--- src/hdl/ble_pkg.sv ---
// ----------------------------------------------------------------------------
// ble_pkg
// Shared types and codes for the bully-style leader election node.
// ----------------------------------------------------------------------------
package ble_pkg;

  // Node count limit; node ids are 4 bits, so the cluster never exceeds 16
  localparam int MAX_NODES = 16;
  localparam logic [4:0] NODE_CAP = 5'((MAX_NODES < 16) ? MAX_NODES : 16);

  // Configuration port
  localparam int CFG_AW = 2;
  localparam int CFG_DW = 8;
  localparam logic [CFG_AW-1:0] CFG_NODE_ID       = 2'd0;
  localparam logic [CFG_AW-1:0] CFG_CLUSTER_SIZE  = 2'd1;
  localparam logic [CFG_AW-1:0] CFG_ELECTION_WAIT = 2'd2;
  localparam logic [CFG_AW-1:0] CFG_VICTORY_WAIT  = 2'd3;

  // Input opcodes
  localparam logic [1:0] OP_START = 2'd0;
  localparam logic [1:0] OP_TICK  = 2'd1;
  localparam logic [1:0] OP_MSG   = 2'd2;

  // Message codes
  localparam logic [1:0] CODE_ELECTION = 2'd0;
  localparam logic [1:0] CODE_ALIVE    = 2'd1;
  localparam logic [1:0] CODE_VICTORY  = 2'd2;

  // Result kinds
  localparam logic [1:0] KIND_STATUS = 2'd0;
  localparam logic [1:0] KIND_SEND   = 2'd1;
  localparam logic [1:0] KIND_LEADER = 2'd2;

  typedef enum logic [1:0] {
    PH_IDLE,
    PH_WAIT_REPLY,
    PH_WAIT_VICTORY,
    PH_DONE
  } phase_t;

  typedef enum logic [2:0] {
    JOB_STATUS,
    JOB_LEADER,
    JOB_ELECT,
    JOB_ALIVE_ELECT,
    JOB_VICTORY
  } job_kind_t;

  typedef struct packed {
    job_kind_t  kind;
    logic [3:0] src;
    logic [3:0] ldr;
  } job_t;

  typedef struct packed {
    logic [3:0] node_id;
    logic [4:0] cluster_size;
    logic [7:0] election_wait;
    logic [7:0] victory_wait;
  } cfg_t;

  typedef enum logic [1:0] {
    BK_IDLE,
    BK_ALIVE,
    BK_SWEEP,
    BK_FINAL
  } bk_state_t;

endpackage

--- src/hdl/ble_if.sv ---
// ----------------------------------------------------------------------------
// ble_in_if / ble_out_if
// Valid/ready channels for election requests and results.
// ----------------------------------------------------------------------------
interface ble_in_if;
  logic       valid;
  logic       ready;
  logic [1:0] opcode;
  logic [3:0] src_node;
  logic [1:0] msg_code;

  modport source(output valid, opcode, src_node, msg_code, input ready);
  modport sink(input valid, opcode, src_node, msg_code, output ready);
endinterface

interface ble_out_if;
  logic       valid;
  logic       ready;
  logic [1:0] kind;
  logic [3:0] dst_node;
  logic [1:0] out_code;
  logic [3:0] leader_node;
  logic       last;

  modport source(output valid, kind, dst_node, out_code, leader_node, last, input ready);
  modport sink(input valid, kind, dst_node, out_code, leader_node, last, output ready);
endinterface

--- src/hdl/bully_leader_election.sv ---
// ----------------------------------------------------------------------------
// bully_leader_election
// One node of a bully-style leader election with a decoupled front and back.
// ----------------------------------------------------------------------------
// Usage:
//   req carries one request per handshake: start, one-second tick, or a
//   received message (sender and code). res returns the results of each
//   request in order, one per handshake; last marks the final one.
//   cfg_we/cfg_idx/cfg_data write node_id, cluster_size, election_wait and
//   victory_wait; write them only while no request is in flight.
// Timing:
//   The front updates the election state in the accept cycle and queues a
//   job in a four-entry queue. The back takes a job from the queue only
//   when idle, once all results of the previous job have gone out, then
//   produces that job's results in order into the output register,
//   holding while res is stalled. A victory broadcast also spends steps on
//   skipping this node's own id (when it lies in the cluster) and on
//   ending the sweep. The back's single result sequencer sets the rate.
// Reset:
//   rst clears phase, timer, leader, the queue and the output register, and
//   loads the register defaults. A stalled res holds its item; the queue
//   keeps req accepting until four jobs are pending.
// ----------------------------------------------------------------------------
module bully_leader_election (
  input  logic                       clk,
  input  logic                       rst,
  input  logic                       cfg_we,
  input  logic [ble_pkg::CFG_AW-1:0] cfg_idx,
  input  logic [ble_pkg::CFG_DW-1:0] cfg_data,
  ble_in_if.sink                     req,
  ble_out_if.source                  res
);
  import ble_pkg::*;

  cfg_t cfg;
  job_t push_job, pop_job;
  logic q_push, q_full, q_pop, q_nonempty;

  // Configuration registers; hold between writes
  always_ff @(posedge clk) begin
    if (rst) begin
      cfg.node_id       <= 4'd0;
      cfg.cluster_size  <= 5'd16;
      cfg.election_wait <= 8'd5;
      cfg.victory_wait  <= 8'd60;
    end else if (cfg_we) begin
      unique case (cfg_idx)
        CFG_NODE_ID:       cfg.node_id       <= cfg_data[3:0];
        CFG_CLUSTER_SIZE:  cfg.cluster_size  <= cfg_data[4:0];
        CFG_ELECTION_WAIT: cfg.election_wait <= cfg_data;
        CFG_VICTORY_WAIT:  cfg.victory_wait  <= cfg_data;
        default: ;
      endcase
    end
  end

  // Front: accept and classify the request, advance the election state
  ble_front u_front (
    .clk    (clk),
    .rst    (rst),
    .cfg    (cfg),
    .req    (req),
    .q_full (q_full),
    .q_push (q_push),
    .q_job  (push_job)
  );

  // Queue: decouple the front from a stalled back
  ble_fifo u_fifo (
    .clk      (clk),
    .rst      (rst),
    .push     (q_push),
    .push_job (push_job),
    .full     (q_full),
    .pop      (q_pop),
    .pop_job  (pop_job),
    .nonempty (q_nonempty)
  );

  // Back: expand each job into its sequence of results
  ble_back u_back (
    .clk       (clk),
    .rst       (rst),
    .cfg       (cfg),
    .job_valid (q_nonempty),
    .job       (pop_job),
    .job_pop   (q_pop),
    .res       (res)
  );

endmodule

--- src/hdl/ble_front.sv ---
// ----------------------------------------------------------------------------
// ble_front
// Accepts requests, runs the election state and queues result jobs.
// ----------------------------------------------------------------------------
module ble_front (
  input  logic          clk,
  input  logic          rst,
  input  ble_pkg::cfg_t cfg,
  ble_in_if.sink        req,
  input  logic          q_full,
  output logic          q_push,
  output ble_pkg::job_t q_job
);
  import ble_pkg::*;

  phase_t     phase, phase_next;
  logic [7:0] wait_timer, wait_timer_next;
  logic [3:0] leader, leader_next;
  logic       waiting;

  assign req.ready = !q_full;
  assign q_push    = req.valid && !q_full;
  assign waiting   = (phase == PH_WAIT_REPLY) || (phase == PH_WAIT_VICTORY);

  always_comb begin
    phase_next      = phase;
    wait_timer_next = wait_timer;
    leader_next     = leader;
    q_job.kind      = JOB_STATUS;
    q_job.src       = req.src_node;
    q_job.ldr       = leader;
    if (req.opcode == OP_START) begin
      q_job.kind      = JOB_ELECT;
      phase_next      = PH_WAIT_REPLY;
      wait_timer_next = cfg.election_wait;
    end else if (req.opcode == OP_TICK && waiting) begin
      if (wait_timer <= 8'd1) begin
        q_job.kind      = JOB_VICTORY;
        q_job.ldr       = cfg.node_id;
        leader_next     = cfg.node_id;
        phase_next      = PH_DONE;
        wait_timer_next = '0;
      end else begin
        wait_timer_next = wait_timer - 8'd1;
      end
    end else if (req.opcode == OP_MSG && waiting) begin
      if (req.msg_code == CODE_ELECTION) begin
        q_job.kind      = JOB_ALIVE_ELECT;
        phase_next      = PH_WAIT_REPLY;
        wait_timer_next = cfg.election_wait;
      end else if (req.msg_code == CODE_ALIVE) begin
        phase_next      = PH_WAIT_VICTORY;
        wait_timer_next = cfg.victory_wait;
      end else if (req.msg_code == CODE_VICTORY) begin
        q_job.kind      = JOB_LEADER;
        q_job.ldr       = req.src_node;
        leader_next     = req.src_node;
        phase_next      = PH_DONE;
        wait_timer_next = '0;
      end
    end
  end

  always_ff @(posedge clk) begin
    if (rst) begin
      phase      <= PH_IDLE;
      wait_timer <= '0;
      leader     <= '0;
    end else if (q_push) begin
      phase      <= phase_next;
      wait_timer <= wait_timer_next;
      leader     <= leader_next;
    end
  end

endmodule

--- src/hdl/ble_fifo.sv ---
// ----------------------------------------------------------------------------
// ble_fifo
// Four-entry job queue between the front and the back.
// ----------------------------------------------------------------------------
module ble_fifo (
  input  logic          clk,
  input  logic          rst,
  input  logic          push,
  input  ble_pkg::job_t push_job,
  output logic          full,
  input  logic          pop,
  output ble_pkg::job_t pop_job,
  output logic          nonempty
);
  import ble_pkg::*;

  localparam int DEPTH = 4;
  localparam int AW    = $clog2(DEPTH);

  job_t          slots [DEPTH];
  logic [AW-1:0] wr_ptr, rd_ptr;
  logic [AW:0]   count;
  logic          do_push, do_pop;

  assign full     = (count == (AW+1)'(DEPTH));
  assign nonempty = (count != '0);
  assign do_push  = push && !full;
  assign do_pop   = pop && nonempty;
  assign pop_job  = slots[rd_ptr];

  always_ff @(posedge clk) begin
    if (do_push) begin
      slots[wr_ptr] <= push_job;
    end
  end

  always_ff @(posedge clk) begin
    if (rst) begin
      wr_ptr <= '0;
      rd_ptr <= '0;
      count  <= '0;
    end else begin
      if (do_push) begin
        wr_ptr <= wr_ptr + AW'(1);
      end
      if (do_pop) begin
        rd_ptr <= rd_ptr + AW'(1);
      end
      if (do_push && !do_pop) begin
        count <= count + (AW+1)'(1);
      end else if (do_pop && !do_push) begin
        count <= count - (AW+1)'(1);
      end
    end
  end

endmodule

--- src/hdl/ble_back.sv ---
// ----------------------------------------------------------------------------
// ble_back
// Expands queued jobs into result items, at most one per cycle, into an output register.
// ----------------------------------------------------------------------------
module ble_back (
  input  logic          clk,
  input  logic          rst,
  input  ble_pkg::cfg_t cfg,
  input  logic          job_valid,
  input  ble_pkg::job_t job,
  output logic          job_pop,
  ble_out_if.source     res
);
  import ble_pkg::*;

  bk_state_t  state, state_next;
  job_kind_t  jkind, jkind_next;
  logic [3:0] jsrc, jsrc_next;
  logic [3:0] jldr, jldr_next;
  logic [4:0] dst, dst_next;

  logic       ovalid;
  logic [1:0] okind, ocode;
  logic [3:0] odst, oldr;
  logic       olast;

  logic       out_free;
  logic       emit;
  logic [1:0] e_kind, e_code;
  logic [3:0] e_dst, e_ldr;
  logic       e_last;

  logic [4:0] nodes;
  logic [4:0] first_hi;
  logic       has_higher;
  logic [4:0] dst_inc;

  assign nodes      = (cfg.cluster_size > NODE_CAP) ? NODE_CAP : cfg.cluster_size;
  assign first_hi   = {1'b0, cfg.node_id} + 5'd1;
  assign has_higher = first_hi < nodes;
  assign dst_inc    = dst + 5'd1;
  assign out_free   = !ovalid || res.ready;

  always_comb begin
    state_next = state;
    jkind_next = jkind;
    jsrc_next  = jsrc;
    jldr_next  = jldr;
    dst_next   = dst;
    job_pop    = 1'b0;
    emit       = 1'b0;
    e_kind     = KIND_STATUS;
    e_dst      = '0;
    e_code     = CODE_ELECTION;
    e_ldr      = '0;
    e_last     = 1'b0;
    unique case (state)
      BK_IDLE: begin
        if (job_valid) begin
          job_pop    = 1'b1;
          jkind_next = job.kind;
          jsrc_next  = job.src;
          jldr_next  = job.ldr;
          unique case (job.kind)
            JOB_STATUS, JOB_LEADER: state_next = BK_FINAL;
            JOB_ELECT: begin
              if (has_higher) begin
                state_next = BK_SWEEP;
                dst_next   = first_hi;
              end else begin
                jkind_next = JOB_STATUS;
                state_next = BK_FINAL;
              end
            end
            JOB_ALIVE_ELECT: state_next = BK_ALIVE;
            JOB_VICTORY: begin
              state_next = BK_SWEEP;
              dst_next   = '0;
            end
            default: state_next = BK_FINAL;
          endcase
        end
      end
      BK_ALIVE: begin
        if (out_free) begin
          emit   = 1'b1;
          e_kind = KIND_SEND;
          e_dst  = jsrc;
          e_code = CODE_ALIVE;
          e_last = !has_higher;
          if (has_higher) begin
            jkind_next = JOB_ELECT;
            dst_next   = first_hi;
            state_next = BK_SWEEP;
          end else begin
            state_next = BK_IDLE;
          end
        end
      end
      BK_SWEEP: begin
        if (jkind == JOB_VICTORY) begin
          if (dst >= nodes) begin
            state_next = BK_FINAL;
          end else if (dst == {1'b0, cfg.node_id}) begin
            // skip this node itself
            dst_next = dst_inc;
          end else if (out_free) begin
            emit     = 1'b1;
            e_kind   = KIND_SEND;
            e_dst    = dst[3:0];
            e_code   = CODE_VICTORY;
            dst_next = dst_inc;
          end
        end else if (out_free) begin
          emit     = 1'b1;
          e_kind   = KIND_SEND;
          e_dst    = dst[3:0];
          e_code   = CODE_ELECTION;
          e_last   = dst_inc >= nodes;
          dst_next = dst_inc;
          if (dst_inc >= nodes) begin
            state_next = BK_IDLE;
          end
        end
      end
      BK_FINAL: begin
        if (out_free) begin
          emit       = 1'b1;
          e_kind     = (jkind == JOB_STATUS) ? KIND_STATUS : KIND_LEADER;
          e_ldr      = jldr;
          e_last     = 1'b1;
          state_next = BK_IDLE;
        end
      end
      default: state_next = BK_IDLE;
    endcase
  end

  always_ff @(posedge clk) begin
    if (rst) begin
      state <= BK_IDLE;
    end else begin
      state <= state_next;
    end
  end

  always_ff @(posedge clk) begin
    jkind <= jkind_next;
    jsrc  <= jsrc_next;
    jldr  <= jldr_next;
    dst   <= dst_next;
  end

  always_ff @(posedge clk) begin
    if (rst) begin
      ovalid <= 1'b0;
    end else if (out_free) begin
      ovalid <= emit;
    end
  end

  always_ff @(posedge clk) begin
    if (emit) begin
      okind <= e_kind;
      odst  <= e_dst;
      ocode <= e_code;
      oldr  <= e_ldr;
      olast <= e_last;
    end
  end

  assign res.valid       = ovalid;
  assign res.kind        = okind;
  assign res.dst_node    = odst;
  assign res.out_code    = ocode;
  assign res.leader_node = oldr;
  assign res.last        = olast;

endmodule

--- src/flat_wrapper.sv ---
// flat-port wrapper written by rule: the top's interface ports become plain ports
module bully_leader_election_flat import ble_pkg::*;
  (clk, rst, cfg_we, cfg_idx, cfg_data, req_valid, req_opcode, req_src_node, req_msg_code, req_ready, res_valid, res_kind, res_dst_node, res_out_code, res_leader_node, res_last, res_ready);
  ble_in_if req_i ();
  ble_out_if res_i ();
  input  logic clk;
  input  logic rst;
  input  logic cfg_we;
  input  logic [ble_pkg::CFG_AW-1:0] cfg_idx;
  input  logic [ble_pkg::CFG_DW-1:0] cfg_data;
  input wire logic [$bits(req_i.valid)-1:0] req_valid;
  input wire logic [$bits(req_i.opcode)-1:0] req_opcode;
  input wire logic [$bits(req_i.src_node)-1:0] req_src_node;
  input wire logic [$bits(req_i.msg_code)-1:0] req_msg_code;
  output wire logic [$bits(req_i.ready)-1:0] req_ready;
  output wire logic [$bits(res_i.valid)-1:0] res_valid;
  output wire logic [$bits(res_i.kind)-1:0] res_kind;
  output wire logic [$bits(res_i.dst_node)-1:0] res_dst_node;
  output wire logic [$bits(res_i.out_code)-1:0] res_out_code;
  output wire logic [$bits(res_i.leader_node)-1:0] res_leader_node;
  output wire logic [$bits(res_i.last)-1:0] res_last;
  input wire logic [$bits(res_i.ready)-1:0] res_ready;
  assign req_i.valid = req_valid;
  assign req_i.opcode = req_opcode;
  assign req_i.src_node = req_src_node;
  assign req_i.msg_code = req_msg_code;
  assign req_ready = req_i.ready;
  assign res_valid = res_i.valid;
  assign res_kind = res_i.kind;
  assign res_dst_node = res_i.dst_node;
  assign res_out_code = res_i.out_code;
  assign res_leader_node = res_i.leader_node;
  assign res_last = res_i.last;
  assign res_i.ready = res_ready;
  bully_leader_election u_core (.clk(clk), .rst(rst), .cfg_we(cfg_we), .cfg_idx(cfg_idx), .cfg_data(cfg_data), .req(req_i), .res(res_i));
endmodule
--- config.mk ---
export PLATFORM = sky130hd
export DESIGN_NAME = bully_leader_election_flat
export DESIGN_NICKNAME = d
export VERILOG_FILES = /design/src/hdl/ble_pkg.sv /design/src/hdl/ble_if.sv /design/src/hdl/bully_leader_election.sv /design/src/hdl/ble_front.sv /design/src/hdl/ble_fifo.sv /design/src/hdl/ble_back.sv /design/src/flat_wrapper.sv
export SDC_FILE = /design/constraint.sdc
export NUM_CORES = 1
export LEC_CHECK = 0
export BUFFER_PORTS_ARGS = -buffer_cell sky130_fd_sc_hd__buf_2
export CORE_MARGIN = 1.5
export CORE_UTILIZATION = 55
export DETAILED_ROUTE_END_ITERATION = 6
export HOLD_SLACK_MARGIN = 0.15
export PLACE_DENSITY = 0.71
export SLEW_MARGIN = 20
export SYNTH_ARGS = -nofsm -noshare
export SYNTH_HDL_FRONTEND = slang
export SYNTH_SLANG_ARGS = --single-unit
--- constraint.sdc ---
create_clock -name clk -period 3.2 [get_ports clk]
set_input_delay 0.32 -clock clk [delete_from_list [all_inputs] [get_ports clk]]
set_output_delay 0.32 -clock clk [all_outputs]
set_load 0.02 [all_outputs]
Yosys cells after proc, flatten, opt, wreduce, memory -nomap -nowiden
Memory sizes are Yosys's and may differ from the RTL's. A register that Yosys moved wholly into a read port is not among the register bits.
Cells that the tools add are included.
Word-level totals
  register bits after elaboration: 78
  RAM bits: 44
  bits of input ports: 23
  output and inout port bits: 15
  logic and storage cells: 189
  memories kept: 1
Memories
  u_core.u_fifo.slots: words 4, bits a word 11, read ports 1, clocked after memory_dff 1, wr ports 1, RTL line ble_fifo.sv:20  | job_t slots [DEPTH];
Cells by class
  $add $sub $neg: 7
  order comparisons: 5
  eq/ne operators: 28
  mux-type cells: 90
  reductions and logical operators: 37
Operators with widths (number)
  $mux W2: 28
  $mux W8: 7
  $mux W4: 12
  $mux W5: 8
  $mux W3: 10
  $mux W1: 15
  $pmux W5 S3: 1
  $eq A2 B2 Y1 const B: 7
  $ne A3 B3 Y1 const B: 4
  $pmux W2 S3: 2
  $reduce_and A2 Y1: 6
  $eq A2 B1 Y1 const B: 5
  $ge A5 B5 Y1: 2
  $pmux W5 S2: 1
  $eq A3 B3 Y1 const B: 3
  $reduce_bool A3 Y1: 3
  $le A8 B1 Y1 const B: 1
  $logic_not A2 Y1: 4
  $pmux W2 S4: 1
  $pmux W4 S2: 1
  $reduce_and A4 Y1: 2
  $sub A8 B1 Y8 const B: 1
  $logic_and A1 B1 Y1: 7
  $eq A3 B2 Y1 const B: 2
  25 further kinds: 34

Depth between registers and ports, before layout
  depth in word-level cells: 8
  gate-level depth with buffers: 10
  depth with buffers taken out: 9

Hierarchy
A second synthesis with hierarchy kept.
Second synthesis, totals
  cells, all modules: 544
  area total of the unflattened synthesis: 6349.8 sq um
Modules (own cells, without submodules)
  ble_back: times used 1, cells an instance 194, area each 2128.3 sq um, sequential area each 930.9 sq um
  ble_fifo: times used 1, cells an instance 105, area each 2057.0 sq um, sequential area each 1501.4 sq um
  ble_front: times used 1, cells an instance 145, area each 1138.6 sq um, sequential area each 280.3 sq um
  bully_leader_election: times used 1, cells an instance 100, area each 1026.0 sq um, sequential area each 500.5 sq um

Worst setup path after synthesis
Ideal clock, no wire load.
  path kind: register to register
  start: register u_core.u_back.dst[0]
  end: register u_core.u_back.odst[0] (netlist: u_core.u_back.res.dst_node[0]) (enable)
  setup time: 0.365 ns
  arrival time: 2.136 ns
  data required time: 2.835 ns
  setup slack: 0.699 ns
  stages on the path, launching flop included: 9
  path buffers: 0
  clock period less this slack: 2.501 ns
  cells stage by stage: edfxtp_1 -> inv_1 -> ha_1 -> nand2b_1 -> a211oi_1 -> o21bai_1 -> a21oi_1 -> o211a_1 -> o31a_1
On the way
  word-level cells in the longest chain between the ends: 5
  elaborated cells on any way between the ends: 6
  classes of those cells: order compare (1); eq/ne (1); mux (4)
Ends and longest elaborated chain
  start: declaration: RTL line ble_back.sv:20  | logic [4:0] dst, dst_next;
  start signal: assignment: RTL line ble_back.sv:151  | dst <= dst_next;
  branches (longest 2 deep; another with $ge A5 B5 Y1)
  $mux W1 (*): RTL line ble_back.sv:102  | if (dst >= nodes) begin
  $mux W1 (*): RTL line ble_back.sv:101  | if (jkind == JOB_VICTORY) begin
  $pmux W1 S2 (*): RTL line ble_back.sv:57  | unique case (state)
  net u_core.u_back.emit: RTL line ble_back.sv:28  | logic emit;
  end signal: assignment: RTL line ble_back.sv:165  | odst <= e_dst;
  end: declaration: RTL line ble_back.sv:24  | logic [3:0] odst, oldr;
Mark *: on every way through the listed nets, which the timed path passes.
A chain may end at the register's enable or synchronous reset.

Worst setup path after layout
  start: register u_core.u_back.dst[0]
  end: register u_core.u_back.oldr[3] (netlist: u_core.u_back.res.leader_node[3]) (enable)
On the way
  word-level cells in the longest chain between the ends: 5
  elaborated cells on any way between the ends: 6
  classes of those cells: order compare (1); eq/ne (1); mux (4)
Ends and longest elaborated chain
  branches (longest 2 deep; another with $ge A5 B5 Y1)
  $mux W1 (*): RTL line ble_back.sv:102
  $mux W1 (*): RTL line ble_back.sv:101
  $pmux W1 S2 (*): RTL line ble_back.sv:57
  net u_core.u_back.emit: RTL line ble_back.sv:28
  end signal: assignment: RTL line ble_back.sv:167  | oldr <= e_ldr;
  end: declaration: RTL line ble_back.sv:24
Marked as above.

==> results.py <==
metrics = {
    "outcome": {
        "run_status": "completed",
    },
    "sta": {
        "max_freq_mhz": 343.3,
        "tightestPinTransition_ns": 0.9129,
        "setup_tns_ns": 0,
        "rsz0062_at_grt": "no",
        "hold_viol": 0,
        "post-route-period-util_pct": 91.03,
        "setup_violations": 0,
        "fin_skew_ns": 0.007290,
        "max-slew-margin-rel_pct": 39.14,
        "period_needed_ns": 2.913,
        "final-max-slew-violation-count": 0,
        "holdWs_ns": 0.2891,
    },
    "clock_network": {
        "ctsHtreeMaxLevel": 4,
        "clk_pin_slew_ns": 0.06,
        "cts_setup_buffers": 0,
        "cts_buffers": 17,
        "cts_num_sinks": 124,
        "clock_latency_ns": 0.52,
        "root_buffer": "clkbuf_8",
        "clock_path_buffers": 2,
        "cts_tree": "yes",
    },
    "min_path": {
        "hold_class": "in -> reg",
        "hp-start": "cfg_idx[1]",
        "min_path_cells": 4,
    },
    "yosys": {
        "synth_seq_cells": 124,
        "yosys.area.top_type": "edfxtp_1",
        "ys_warn_count": 0,
        "ys_seq_area_share_pct": 53.04,
        "ys.flop_type": "edfxtp_1",
        "netlist_area_sq_um": 6058,
        "synth-edff-count": 73,
        "netlist.area_leader.share_pct": 36.18,
        "yosysUniqueCellTypes": 68,
        "synth_nets": 594,
        "syn_inst": 542,
        "avgSynthCellArea_sq_um": 11.18,
        "synthArstFlopShare_pct": 0,
        "synth_top_cells_by_area": "edfxtp_1 (36%), dfxtp_1 (17%), ha_1 (5.8%)",
    },
    "grt": {
        "grt_overflow": 0,
        "antenna_found_initial": 0,
        "grt_max_degree": 54,
        "grt_usage_pct": 24.00,
        "grt_pass1_wl_um": 21090,
        "grt_pass1_vias": 4221,
    },
    "floorplanning": {
        "rows": 38,
        "dieArea_sq_um": 11650,
        "die-width_um": 108.0,
        "ios": 38,
        "dieHeight_um": 108.0,
        "start_util_pct": 56.13,
        "core_sq_um": 10790,
    },
    "worst_setup_path": {
        "r2r_start": "u_core.u_back.dst[0]",
        "ff2ff_path_depth": 8,
        "slowest_stage": "o31a_1",
        "crit_required_ns": 3.35,
        "crit_path_end_kind": "flop",
        "critPathLaunchType": "flop",
        "path_class": "reg -> reg",
        "max_stage_delay_ns": 0.51,
        "setup.worst_path.start": "u_core.u_back.dst[0]",
        "path_max_fanout": 13,
        "crit_arrival_ns": 3.07,
        "cp_cell_sequence": "inv_1, ha_1, nand2b_1, a211oi_1, o21bai_1, a21oi_1, o211a_1, o31a_1",
    },
    "drt": {
        "wirelength_um": 12910,
        "routed_via_density": 5.832,
        "first_iter_violations": 251,
        "detail_route.wl_per_cell_um": 17.30,
        "vias": 4351,
        "dr.pass1.iters": 6,
        "drc_errors": 0,
        "antenna_left": 0,
    },
    "finish": {
        "final_common_cell": "edfxtp_1",
        "drive_above_1_share_pct": 15.35,
        "final_cell_mix": "edfxtp_1 (73), nand2_1 (64), dfxtp_1 (51)",
        "finalNetCount": 645,
        "diodes": 0,
        "nFillCells": 843,
        "area_delta_synth_final_pct": 15.72,
    },
    "place": {
        "place_congestion": 0.9357,
        "port_buffers": 37,
        "dpl.hpwl_um": 8966,
    },
    "power_and_ir_drop": {
        "power.density_nw_per_um2": 814.6,
        "p_leak_nw": 2.681,
        "total_power_w": 0.005711,
        "vdd.ir_drop.worst_mv": 0.3748,
    },
    "flow_run": {
        "maxCapViolCount": 0,
    },
}
cell type report:
type                            count  area [sq um]  area share [%]
Sequential cell                   124          3213           45.83
Multi-Input combinational cell    376          2670           38.09
Clock buffer                       20         435.4           6.211
Timing Repair Buffer               54         342.8           4.890
Tap cell                          140         175.2           2.499
Clock inverter                     12         98.84           1.410
Inverter                           20         75.07           1.071
path summary, 6_finish.rpt:
kind	end	slack, ns
hold / removal	u_core.cfg[24]	0.29
setup / recovery	u_core.u_back.res.leader_node[3]	0.29
setup reg to reg	u_core.u_back.res.leader_node[3]	0.29
hold reg to reg	u_core.cfg[13]	0.45
synthesized netlist by cell type (all sizes together), types with 2 or more instances:
master   count
nand3b       7
nor2        51
edfxtp      73
a32o         5
dfxtp       51
a211oi       5
nor3         9
a21o         3
or3          4
xnor2        9
o32ai        3
clkbuf      15
o211a        2
a21oi       27
o21a         7
a311oi       5
nand3       11
mux4        11
o2111ai      2
a221oi       2
a221o        3
xor2         7
inv         20
a222oi       2
a21boi       2
o21ai       24
nor4         4
mux2i       20
nor2b        3
and3         8
buf          7
nor3b        4
o21bai       3
and2         8
a2bb2oi      3
nand2b       7
maj3         2
nand2       64
a211o        2
o22ai        5
ha          28
cells by family after synthesis:
| kind of cell | synth area share, % |
|---|---|
| flops | 53.04 |
| compound gates | 13.03 |
| buf+inv | 2.891 |
| fa+ha+maj | 6.464 |
| mux | 7.394 |
| simple gates | 14.87 |
| xor+xnor | 2.313 |
through the flow:
stage          utilization [%]  instance area [sq um]  worst slack [ns]  std cells
2_1_floorplan                -                   6058            0.6994        542
3_3_place_gp             58.89                   6356            0.4158        702
3_5_place_dp             58.89                   6356            0.3248        702
4_1_cts                  64.95                   7010            0.2640        746
5_1_grt                  64.95                   7010           0.05076        746
6_report                 64.95                   7010            0.2870        746
sequential cells by signal (all words and copies together), names as in the netlist, 2 cells and up, named ones only:
register and flops:
u_core.u_back.res.leader_node 4, u_core.u_back.res.out_code 2, u_core.cfg 25, u_core.u_front.leader 4
u_core.u_fifo.rd_ptr 2, u_core.u_fifo.count 3, u_core.u_back.dst 5, u_core.u_fifo.slots 44
u_core.u_back.jsrc 4, u_core.u_back.res.dst_node 4, u_core.u_fifo.wr_ptr 2, u_core.u_back.jldr 4
u_core.u_back.res.kind 2, u_core.u_front.wait_timer 8, u_core.u_back.state 2, u_core.u_front.phase 2
u_core.u_back.jkind 3
what timing repair did:
item                                    CTS  global route
endpoints found under the setup margin    0             0
endpoints found under the hold margin    41             0
gates resized for setup                   0             0
hold buffers                             12             0
worst max-delay path, delay by kind of cell (launching register included):
kind / cells / cell delay [ns]
AOI/OAI and AO/OA: 5 / 1.50
DFF: 1 / 0.49
buffers and inverters: 1 / 0.12
and+or+nand+nor: 1 / 0.14
adders and majority gates: 1 / 0.28
where the power goes:
part / leakage, nW / internal (W) / switching, W
combinational: 1.32 / 0.000685 / 0.00102
sequential: 1.10 / 0.00208 / 0.000214
clock: 0.258 / 0.00104 / 0.000675
total: 2.68 / 0.00381 / 0.00190
layer usage:
metal  global-route usage, %  share of wire, %
met3                   5.485               4.7
met2                   38.11                47
met4                   11.18               2.8
met5                       0                 0
met1                   31.36                45
Note: power is estimated with default switching activity, not from simulation.
